$ cat src/rtl/core/sfcp_pkg.sv
// sfcp_pkg: shared types and constants for the framed command parser.
// Used by sync_framed_command_parser and sfcp_checker; no dependencies.
`default_nettype none

package sfcp_pkg;

    localparam int unsigned ArgSlots = 5;
    localparam int unsigned CfgIdxW  = 3;

    typedef enum logic [2:0] {
        PH_SOF0 = 3'd0,
        PH_SOF1 = 3'd1,
        PH_CMD  = 3'd2,
        PH_LEN  = 3'd3,
        PH_DATA = 3'd4,
        PH_SUM  = 3'd5
    } t_phase;

    typedef enum logic [CfgIdxW-1:0] {
        CFG_SOF_FIRST  = 3'd0,
        CFG_SOF_SECOND = 3'd1,
        CFG_CODE_CLEAR = 3'd2,
        CFG_CODE_PIXEL = 3'd3,
        CFG_CODE_LINE  = 3'd4,
        CFG_CODE_PRES  = 3'd5,
        CFG_OUT_EN     = 3'd6
    } t_cfg_idx;

    typedef enum logic [1:0] {
        KIND_CLEAR   = 2'd0,
        KIND_PIXEL   = 2'd1,
        KIND_LINE    = 2'd2,
        KIND_PRESENT = 2'd3
    } t_kind;

    // payload lengths each command requires
    localparam logic [7:0] LenClear   = 8'd1;
    localparam logic [7:0] LenPixel   = 8'd3;
    localparam logic [7:0] LenLine    = 8'd5;
    localparam logic [7:0] LenPresent = 8'd0;

    // configuration reset values
    localparam logic [7:0] RstSofFirst  = 8'hA5;
    localparam logic [7:0] RstSofSecond = 8'h5A;
    localparam logic [7:0] RstCodeClear = 8'd1;
    localparam logic [7:0] RstCodePixel = 8'd2;
    localparam logic [7:0] RstCodeLine  = 8'd3;
    localparam logic [7:0] RstCodePres  = 8'd4;

    typedef struct packed {
        t_kind                    kind;
        logic [ArgSlots-1:0][7:0] args;
    } t_cmd_result;

endpackage

`default_nettype wire

$ cat src/rtl/core/sync_framed_command_parser.sv
// sync_framed_command_parser: start-marker / length / XOR-checksum frame parser.
// Depends on sfcp_pkg.
//
// Usage:
//   Rx channel: one byte per transaction on i_rx_byte, taken when i_rx_valid
//   is high and o_rx_stall is low. Cmd channel: one decoded command per
//   transaction on o_command_kind / o_arg_*, taken when o_cmd_valid is high
//   and i_cmd_stall is low. Config: i_cfg_wr_en writes i_cfg_wdata into
//   register i_cfg_index (0..6) at the clock edge; write only while idle.
//   Throughput: one byte per cycle while o_rx_stall is low. The frame state
//   machine updates in the cycle a byte is taken; a command enters the output
//   register, or the skid entry when that is full, as its checksum byte is taken.
//   Stall: an output register plus one skid entry sit behind the parser.
//   Bytes keep flowing while a command waits; o_rx_stall rises only when
//   both entries are full.
//   Reset (synchronous, active low): parser returns to hunting the first
//   marker, config registers take their defaults (output disabled), and
//   both output entries are emptied.
`default_nettype none

module sync_framed_command_parser #(
    parameter int unsigned MAX_PAYLOAD = 32
) (
    input  wire logic                        i_clk,
    input  wire logic                        i_rst_n,
    input  wire logic                        i_cfg_wr_en,
    input  wire logic [sfcp_pkg::CfgIdxW-1:0] i_cfg_index,
    input  wire logic [7:0]                  i_cfg_wdata,
    input  wire logic                        i_rx_valid,
    output logic                             o_rx_stall,
    input  wire logic [7:0]                  i_rx_byte,
    output logic                             o_cmd_valid,
    input  wire logic                        i_cmd_stall,
    output logic [1:0]                       o_command_kind,
    output logic [7:0]                       o_arg_zero,
    output logic [7:0]                       o_arg_one,
    output logic [7:0]                       o_arg_two,
    output logic [7:0]                       o_arg_three,
    output logic [7:0]                       o_arg_four
);

    localparam int unsigned LenW   = $clog2(MAX_PAYLOAD + 1);
    localparam logic [7:0]  MaxLen = 8'(MAX_PAYLOAD);
    localparam logic [LenW-1:0] SlotLimit = LenW'(sfcp_pkg::ArgSlots);

    // configuration
    logic [7:0] r_sof_first, r_sof_second;
    logic [7:0] r_code_clear, r_code_pixel, r_code_line, r_code_pres;
    logic       r_out_en;

    // parser state
    sfcp_pkg::t_phase r_phase, n_phase;
    logic [7:0]       r_cmd, n_cmd;
    logic [LenW-1:0]  r_len, n_len;
    logic [LenW-1:0]  r_taken, n_taken;
    logic [7:0]       r_xor, n_xor;
    logic [7:0]       r_store [sfcp_pkg::ArgSlots];

    logic             store_we;
    logic [2:0]       store_idx;
    logic [LenW-1:0]  taken_inc;
    logic             rx_take;
    logic             res_valid;
    sfcp_pkg::t_cmd_result res;

    // output register and skid entry
    logic                  r_out_valid, r_skid_valid;
    sfcp_pkg::t_cmd_result r_out, r_skid;
    logic                  out_take;

    assign rx_take  = i_rx_valid && !r_skid_valid;
    assign out_take = r_out_valid && !i_cmd_stall;

    always_ff @(posedge i_clk) begin
        if (!i_rst_n) begin
            r_sof_first  <= sfcp_pkg::RstSofFirst;
            r_sof_second <= sfcp_pkg::RstSofSecond;
            r_code_clear <= sfcp_pkg::RstCodeClear;
            r_code_pixel <= sfcp_pkg::RstCodePixel;
            r_code_line  <= sfcp_pkg::RstCodeLine;
            r_code_pres  <= sfcp_pkg::RstCodePres;
            r_out_en     <= 1'b0;
        end else if (i_cfg_wr_en) begin
            unique case (sfcp_pkg::t_cfg_idx'(i_cfg_index))
                sfcp_pkg::CFG_SOF_FIRST:  r_sof_first  <= i_cfg_wdata;
                sfcp_pkg::CFG_SOF_SECOND: r_sof_second <= i_cfg_wdata;
                sfcp_pkg::CFG_CODE_CLEAR: r_code_clear <= i_cfg_wdata;
                sfcp_pkg::CFG_CODE_PIXEL: r_code_pixel <= i_cfg_wdata;
                sfcp_pkg::CFG_CODE_LINE:  r_code_line  <= i_cfg_wdata;
                sfcp_pkg::CFG_CODE_PRES:  r_code_pres  <= i_cfg_wdata;
                sfcp_pkg::CFG_OUT_EN:     r_out_en     <= i_cfg_wdata[0];
                default: ;
            endcase
        end
    end

    always_ff @(posedge i_clk) begin
        if (!i_rst_n) begin
            r_phase <= sfcp_pkg::PH_SOF0;
            r_cmd   <= '0;
            r_len   <= '0;
            r_taken <= '0;
            r_xor   <= '0;
        end else if (rx_take) begin
            r_phase <= n_phase;
            r_cmd   <= n_cmd;
            r_len   <= n_len;
            r_taken <= n_taken;
            r_xor   <= n_xor;
        end
    end

    always_ff @(posedge i_clk) begin
        if (rx_take && store_we) begin
            r_store[store_idx] <= i_rx_byte;
        end
    end

    assign taken_inc = r_taken + LenW'(1);
    assign store_idx = r_taken[2:0];

    always_comb begin
        n_phase   = r_phase;
        n_cmd     = r_cmd;
        n_len     = r_len;
        n_taken   = r_taken;
        n_xor     = r_xor;
        store_we  = 1'b0;
        res_valid = 1'b0;
        res.kind  = sfcp_pkg::KIND_CLEAR;
        res.args  = '0;
        unique case (r_phase)
            sfcp_pkg::PH_SOF0: begin
                if (i_rx_byte == r_sof_first) n_phase = sfcp_pkg::PH_SOF1;
            end
            sfcp_pkg::PH_SOF1: begin
                n_phase = (i_rx_byte == r_sof_second) ? sfcp_pkg::PH_CMD
                                                      : sfcp_pkg::PH_SOF0;
            end
            sfcp_pkg::PH_CMD: begin
                n_cmd   = i_rx_byte;
                n_xor   = i_rx_byte;
                n_phase = sfcp_pkg::PH_LEN;
            end
            sfcp_pkg::PH_LEN: begin
                n_xor = r_xor ^ i_rx_byte;
                if (i_rx_byte > MaxLen) begin
                    n_phase = sfcp_pkg::PH_SOF0;
                end else begin
                    n_len   = i_rx_byte[LenW-1:0];
                    n_taken = '0;
                    n_phase = (i_rx_byte == 8'd0) ? sfcp_pkg::PH_SUM
                                                  : sfcp_pkg::PH_DATA;
                end
            end
            sfcp_pkg::PH_DATA: begin
                store_we = (r_taken < SlotLimit);
                n_xor    = r_xor ^ i_rx_byte;
                n_taken  = taken_inc;
                if (taken_inc >= r_len) n_phase = sfcp_pkg::PH_SUM;
            end
            sfcp_pkg::PH_SUM: begin
                n_phase = sfcp_pkg::PH_SOF0;
                if (i_rx_byte == r_xor && r_out_en) begin
                    // first matching code wins; length must fit that code
                    if (r_cmd == r_code_clear) begin
                        res.kind    = sfcp_pkg::KIND_CLEAR;
                        res.args[0] = r_store[0];
                        res_valid   = ({{(8-LenW){1'b0}}, r_len} == sfcp_pkg::LenClear);
                    end else if (r_cmd == r_code_pixel) begin
                        res.kind    = sfcp_pkg::KIND_PIXEL;
                        res.args[0] = r_store[0];
                        res.args[1] = r_store[1];
                        res.args[2] = r_store[2];
                        res_valid   = ({{(8-LenW){1'b0}}, r_len} == sfcp_pkg::LenPixel);
                    end else if (r_cmd == r_code_line) begin
                        res.kind    = sfcp_pkg::KIND_LINE;
                        res.args[0] = r_store[0];
                        res.args[1] = r_store[1];
                        res.args[2] = r_store[2];
                        res.args[3] = r_store[3];
                        res.args[4] = r_store[4];
                        res_valid   = ({{(8-LenW){1'b0}}, r_len} == sfcp_pkg::LenLine);
                    end else if (r_cmd == r_code_pres) begin
                        res.kind  = sfcp_pkg::KIND_PRESENT;
                        res_valid = ({{(8-LenW){1'b0}}, r_len} == sfcp_pkg::LenPresent);
                    end
                end
            end
            default: n_phase = sfcp_pkg::PH_SOF0;
        endcase
    end

    // output register with one skid entry
    always_ff @(posedge i_clk) begin
        if (!i_rst_n) begin
            r_out_valid  <= 1'b0;
            r_skid_valid <= 1'b0;
        end else if (!r_out_valid || out_take) begin
            if (r_skid_valid) begin
                r_out_valid  <= 1'b1;
                r_skid_valid <= 1'b0;
            end else begin
                r_out_valid <= rx_take && res_valid;
            end
        end else if (rx_take && res_valid) begin
            r_skid_valid <= 1'b1;
        end
    end

    always_ff @(posedge i_clk) begin
        if (!r_out_valid || out_take) begin
            r_out <= r_skid_valid ? r_skid : res;
        end else if (rx_take && res_valid) begin
            r_skid <= res;
        end
    end

    assign o_rx_stall     = r_skid_valid;
    assign o_cmd_valid    = r_out_valid;
    assign o_command_kind = r_out.kind;
    assign o_arg_zero     = r_out.args[0];
    assign o_arg_one      = r_out.args[1];
    assign o_arg_two      = r_out.args[2];
    assign o_arg_three    = r_out.args[3];
    assign o_arg_four     = r_out.args[4];

endmodule

`default_nettype wire

$ cat config.mk
export PLATFORM = sky130hd
export DESIGN_NAME = sync_framed_command_parser
export DESIGN_NICKNAME = d
export VERILOG_FILES = /design/src/rtl/core/sfcp_pkg.sv /design/src/rtl/core/sync_framed_command_parser.sv
export SDC_FILE = /design/constraint.sdc
export NUM_CORES = 1
export LEC_CHECK = 0
export ABC_AREA = 1
export BUFFER_PORTS_ARGS = -buffer_cell sky130_fd_sc_hd__buf_2
export CORE_MARGIN = 2
export CORE_UTILIZATION = 50
export DETAILED_ROUTE_END_ITERATION = 16
export PLACE_DENSITY = 0.68
export SLEW_MARGIN = 20
export SYNTH_ARGS = -nofsm -noshare
export SYNTH_HDL_FRONTEND = slang
export SYNTH_SLANG_ARGS = --single-unit
$ cat constraint.sdc
create_clock -name i_clk -period 8.6 [get_ports i_clk]
set_input_delay 0 -clock i_clk [delete_from_list [all_inputs] [get_ports i_clk]]
set_output_delay 0 -clock i_clk [all_outputs]
set_load 0.02 [all_outputs]
==> After elaboration in Yosys (flattened, before gate mapping) <==
Memories as Yosys holds them, arrays and structs flattened.
Index checks and enable logic that the tools add are counted.
{ "totals": {"inputBits": 24, "elab_cells": 120, "ram_bits": 40, "n_memories": 1, "regBits": 166, "output_inout_bits": 44} }
{ "classes": {"n_eq_ne": 24, "add_sub_neg": 1, "n_mux": 31, "n_reduce_logical": 30, "n_bitwise": 4, "n_lt_le_gt_ge": 3} }
{ "memory_table": {"columns": ["memory", "words", "word_bits", "read_ports", "rd_ports_with_merged_regs", "write_ports", "line", "rtl"], "rows": [
  ["r_store", 5, 8, 5, 0, 1, "sync_framed_command_parser.sv:57", "logic [7:0] r_store [sfcp_pkg::ArgSlots];"]
]} }
{ "ops": {"columns": ["op", "count"], "rows": [
  ["$mux 42", 3],
  ["$eq 8x8->1", 7],
  ["$mux 40", 1],
  ["$mux 32", 1],
  ["$mux 24", 1],
  ["$reduce_and 2->1", 10],
  ["$mux 16", 1],
  ["$pmux 8 s2", 1],
  ["$eq 3x3->1 const B", 5],
  ["$pmux 3 s5", 1],
  ["$eq 3x2->1 const B", 4],
  ["$pmux 6 s2", 1],
  ["$mux 1", 11],
  ["$mux 2", 5],
  ["$mux 3", 3],
  ["$reduce_and 3->1", 3],
  ["$gt 8x6->1 const B", 1],
  ["$logic_not 8->1", 1],
  ["$mux 8", 1],
  ["$xor 8x8->8", 1],
  ["$add 6x1->6 const B", 1],
  ["$eq 3x1->1 const B", 2],
  ["$eq 6x1->1 const B", 1],
  ["$eq 6x2->1 const B", 1],
  ["other kinds (13)", 26]
]} }

==> Depth between registers and ports, before layout <==
{ "depth": {"word_depth": 9, "depth_mapped": 15, "depth_no_buf": 14} }

==> Least setup slack after synthesis <==
OpenSTA, ideal clock, no wires.
{ "synth_path": {"path_type": "flip-flop to flip-flop", "from": "register r_out_valid, in the netlist o_cmd_valid", "to": "register r_skid[0] (netlist bit) (enable)", "setup_time_ns": 0.441, "setup_slack_ns": 4.823, "arrival_ns": 3.336, "path_buffers": 0, "period_less_slack_ns": 3.777, "path_stages_with_launch": 3, "required_time_ns": 8.159, "path_cell_list": "dfxtp_1 -> nand2_1 -> nor2_1"} }
{ "synth_between": {"elab_chain_cells": 4, "elab_cells_between_ends": 5, "classes_between": "bitwise: 1; reduce/logical: 4"} }
{ "synth_lines": {"columns": ["item", "line", "rtl"], "rows": [
  ["start, declared", "sync_framed_command_parser.sv:67", "logic r_out_valid, r_skid_valid;"],
  ["start signal, assigned", "sync_framed_command_parser.sv:204", "r_out_valid <= rx_take && res_valid;"],
  ["$logic_not 1->1 / $logic_and 1x1->1 (equally long branches)", "sync_framed_command_parser.sv:212, sync_framed_command_parser.sv:72", null],
  ["$logic_or 1x1->1 *", "sync_framed_command_parser.sv:212", "if (!r_out_valid || out_take) begin"],
  ["$not 1->1 (no line) *", null, null],
  ["$reduce_and 2->1 (no line) *", null, null],
  ["end signal, assigned", "sync_framed_command_parser.sv:215", "r_skid <= res;"],
  ["end, declared", "sync_framed_command_parser.sv:68", "sfcp_pkg::t_cmd_result r_out, r_skid;"]
]} }
Every way passes the cells marked *; elsewhere a longest branch is shown, timed or not.
A chain may end at the register's enable or synchronous reset.

==> Final worst setup path <==
{ "layout_path": {"from": "register r_skid_valid, in the netlist o_rx_stall", "to": "memory r_store[1][2] (enable)"} }
{ "layout_between": {"elab_chain_cells": 5} }
{ "layout_lines": {"columns": ["item", "line", "rtl"], "rows": [
  ["start, declared", "sync_framed_command_parser.sv:67", null],
  ["start signal, assigned", "sync_framed_command_parser.sv:198", "r_skid_valid <= 1'b0;"],
  ["start signal, assigned", "sync_framed_command_parser.sv:202", "r_skid_valid <= 1'b0;"],
  ["start signal, assigned", "sync_framed_command_parser.sv:207", "r_skid_valid <= 1'b1;"],
  ["$logic_not 1->1", "sync_framed_command_parser.sv:71", "assign rx_take = i_rx_valid && !r_skid_valid;"],
  ["$logic_and 1x1->1", "sync_framed_command_parser.sv:71", null],
  ["$logic_and 1x1->1", "sync_framed_command_parser.sv:114", "if (rx_take && store_we) begin"],
  ["$mux 1", "sync_framed_command_parser.sv:114", null],
  ["$mux 1 (implied by the code)", "sync_framed_command_parser.sv:115", "r_store[store_idx] <= i_rx_byte;"],
  ["end, declared", "sync_framed_command_parser.sv:57", null]
]} }
Every way passes these cells.

==> impl_metrics.env <==
export IMPL_outcome="complete, no violations"
export IMPL_min_period_ns=3.683
export IMPL_worst_path_max_delay_cell="inv_2"
export IMPL_clk_latency_ns=0.50
export IMPL_async_flop_share_pct=0
export IMPL_firstDrtPassIters=5
export IMPL_tritoncts="yes"
export IMPL_synthCells=953
export IMPL_die_w_microns=138.0
export IMPL_max_cap_violations=0
export IMPL_grt_max_degree=70
export IMPL_tightest_slew_ns=1.047
export IMPL_ys_flop_type="edfxtp_1"
export IMPL_ys_seq_area_share_pct=59.75
export IMPL_post_cts_buffers=0
export IMPL_grt_pass1_vias=6287
export IMPL_multi_input_area_sq_mm=0.003118
export IMPL_antenna_found_initial=0
export IMPL_initial_core_util_pct=50.51
export IMPL_crit_required_ns=8.71
export IMPL_hpwl_microns=12840
export IMPL_netlist_area_sq_mm=0.008980
export IMPL_min_from="i_cfg_index[1]"
export IMPL_total_power_mw=2.353
export IMPL_ir_drop_v=0.0001636
export IMPL_vias=6531
export IMPL_seqCellArea_sq_mm=0.005365
export IMPL_htreeDepth=1
export IMPL_place_congestion=0.8233
export IMPL_worst_slack_ns=4.917
export IMPL_drt_iter0_markers=415
export IMPL_worstReg2RegEnd="r_store[1][2]"
export IMPL_start_kind="flop"
export IMPL_finalNetCount=1070
export IMPL_grt_overflow_total=0
export IMPL_synth_most_common_cell="nor2_1"
export IMPL_crit_type="reg -> reg"
export IMPL_cp_cell_sequence="inv_2 -> nand2_1 -> nor2_1 -> nand3b_1 -> nor3_1"
export IMPL_cts_resized=0
export IMPL_r2r_start="o_rx_stall"
export IMPL_io_buffers=67
export IMPL_fin_worst_skew_ns=0.01431
export IMPL_place_area_sq_mm=0.009530
export IMPL_synth_nets=985
export IMPL_areaGrowthSynthToFinish_pct=16.43
export IMPL_via_per_inst=5.090
export IMPL_synth_top_cells_by_area="edfxtp_1, dfxtp_1, nor2_1"
export IMPL_synth_edf_count=124
export IMPL_clockBufferDepth=3
export IMPL_synth_avg_cell_area_sq_um=9.423
export IMPL_worstHoldPathType="in -> reg"
export IMPL_place_ws_ns=4.946
export IMPL_n_fill_cell=1537
export IMPL_drt_total_wl_microns=19510
export IMPL_synth_cell_type_count=41
export IMPL_fmax_mhz=271.5
export IMPL_hold_viol=0
export IMPL_tns_ns=0
export IMPL_cts_buffers=22
export IMPL_ant_nets=0
export IMPL_synth_largest_area_cell="edfxtp_1"
export IMPL_max_slew_margin_pct=30.10
export IMPL_grt_pass1_wl_microns=31990
export IMPL_p_leak_nw=4.298
export IMPL_grt_use_total_pct=20.50
export IMPL_setup_viol=0
export IMPL_drc_errors=0
export IMPL_end_kind="flop"
export IMPL_p_per_area_mw_per_mm2=225.1
export IMPL_core_sq_mm=0.01778
export IMPL_cp_max_fo=63
export IMPL_ys_ff_latch=206
export IMPL_root_buffer="clkbuf_16"
export IMPL_ios=68
export IMPL_r2r_cells=5
export IMPL_yosys_top_cells_count="nor2_1, nand2_1, edfxtp_1, inv_1, dfxtp_1"
export IMPL_die_area_sq_mm=0.01905
export IMPL_design_area_sq_mm=0.01046
export IMPL_layout_drive_gt1_share_pct=13.95
export IMPL_yosys_warnings=0
export IMPL_hold_depth=6
export IMPL_clk_pin_slew_ns=0.06
export IMPL_die_h_microns=138.0
export IMPL_cp_slowest_stage_delay_ns=0.91
export IMPL_slew_violations=0
export IMPL_cts_sinks=206
export IMPL_finalCritPeriodShare_pct=42.83
export IMPL_cp_top_family="simple AND/OR/NAND/NOR gates"
export IMPL_wire_per_inst_microns=15.21
export IMPL_rsz0062_at_grt="no"
export IMPL_cp_num_buf_inv=1
export IMPL_fin_util_pct=58.80
export IMPL_hold_end="r_sof_second[1]"
export IMPL_antenna_cells=0
export IMPL_arrival_ns=3.79
export IMPL_yosys_area_top_type_share_pct=41.47
export IMPL_rows=49
export IMPL_rrSetupSlack_ns=4.92
[registers in the layout, indices dropped and copies added (netlist names), 2 cells and up]
signal,count
r_sof_first,8
o_command_kind,2
o_arg_two,8
o_arg_one,8
r_skid,42
r_xor,8
r_store,40
r_cmd,8
o_arg_zero,8
r_taken,6
r_code_pixel,8
r_code_clear,8
o_arg_three,8
r_code_line,8
r_code_pres,8
r_sof_second,8
o_arg_four,8
r_len,6
r_phase,3
[worst register-to-register path, stage by stage, from the launching register on]
cell and delay [ns]:
dfxtp_1 0.60, inv_2 0.91, nand2_1 0.30, nor2_1 0.47, nand3b_1 0.20, nor3_1 0.82
[worst max path at each step]
stage / end / from / cells past startpoint / slack, ns
after global routing: r_store[1][3] / o_rx_stall / 5 / 4.54
final: r_store[1][2] / o_rx_stall / 5 / 4.92
after CTS: r_store[1][3] / o_rx_stall / 5 / 4.93
after detailed placement: r_store[1][2] / o_rx_stall / 5 / 4.95
after global placement: r_skid[18] / o_rx_stall / 7 / 4.88
after floorplan: r_skid[0] / o_cmd_valid / 2 / 4.82
[cell type report]
type / instances / share of cell area [%]
clock inverters: 8 / 0.6582
flip-flops and latches: 206 / 51.32
well taps: 229 / 2.741
multi-input cells: 621 / 29.82
repair buffers: 93 / 5.960
inverters: 94 / 3.375
clock buffers: 32 / 6.127
[report_power, final]
group / leakage [nW] / internal, mW / switching, mW
logic: 2.12 / 0.107 / 0.199
clock network: 0.347 / 0.547 / 0.368
registers: 1.83 / 1.09 / 0.0450
[stage by stage]
stage          hold WS [ns]  std cells
2_1_floorplan       0.09887        953
3_3_place_gp         0.3053       1220
3_5_place_dp         0.3104       1222
4_1_cts            0.007335       1283
5_1_grt             0.07770       1283
6_report            0.02621       1283
[layer usage]
| metal | part of all wire, % | track usage [%] | vias up |
|---|---|---|---|
| li1 | - | - | 3311 |
| met1 | 46 | 28.37 | 3014 |
| met2 | 47 | 33.72 | 169 |
| met3 | 5.1 | 2.875 | 37 |
| met4 | 2.5 | 6.606 | 0 |
| met5 | 0 | 0 | - |
[placed cells by master, fill, tap and decap left out, drive strengths merged, types with 2 or more instances in the layout]
cell	count
a21oi	55
a311oi	3
a31oi	5
buf	72
clkbuf	32
clkinv	8
clkinvlp	2
dfxtp	82
dlygate4sd3	21
edfxtp	124
ha	8
inv	91
nand2	149
nand3	44
nand3b	2
nand4	10
nor2	215
nor3	13
nor4	3
o211ai	3
o21a	4
o21ai	60
or2	4
xnor2	19
xor2	20
[repair_timing]
| action | CTS | global route |
|---|---|---|
| endpoints found under the setup margin | 0 | 0 |
| hold endpoints to repair | 103 | 0 |
| hold buffers | 21 | 0 |
[kinds of logic after synthesis]
family	count (synthesis)	share of synthesized area (%)
and+or+nand+nor	442	21.83
DFF	206	59.75
adders and majority gates	8	1.115
buffers and inverters	126	5.699
xor gates and xnor gates	39	3.804
AOI/OAI and AO/OA	132	7.803
Note: power is estimated with default switching activity, not from simulation.
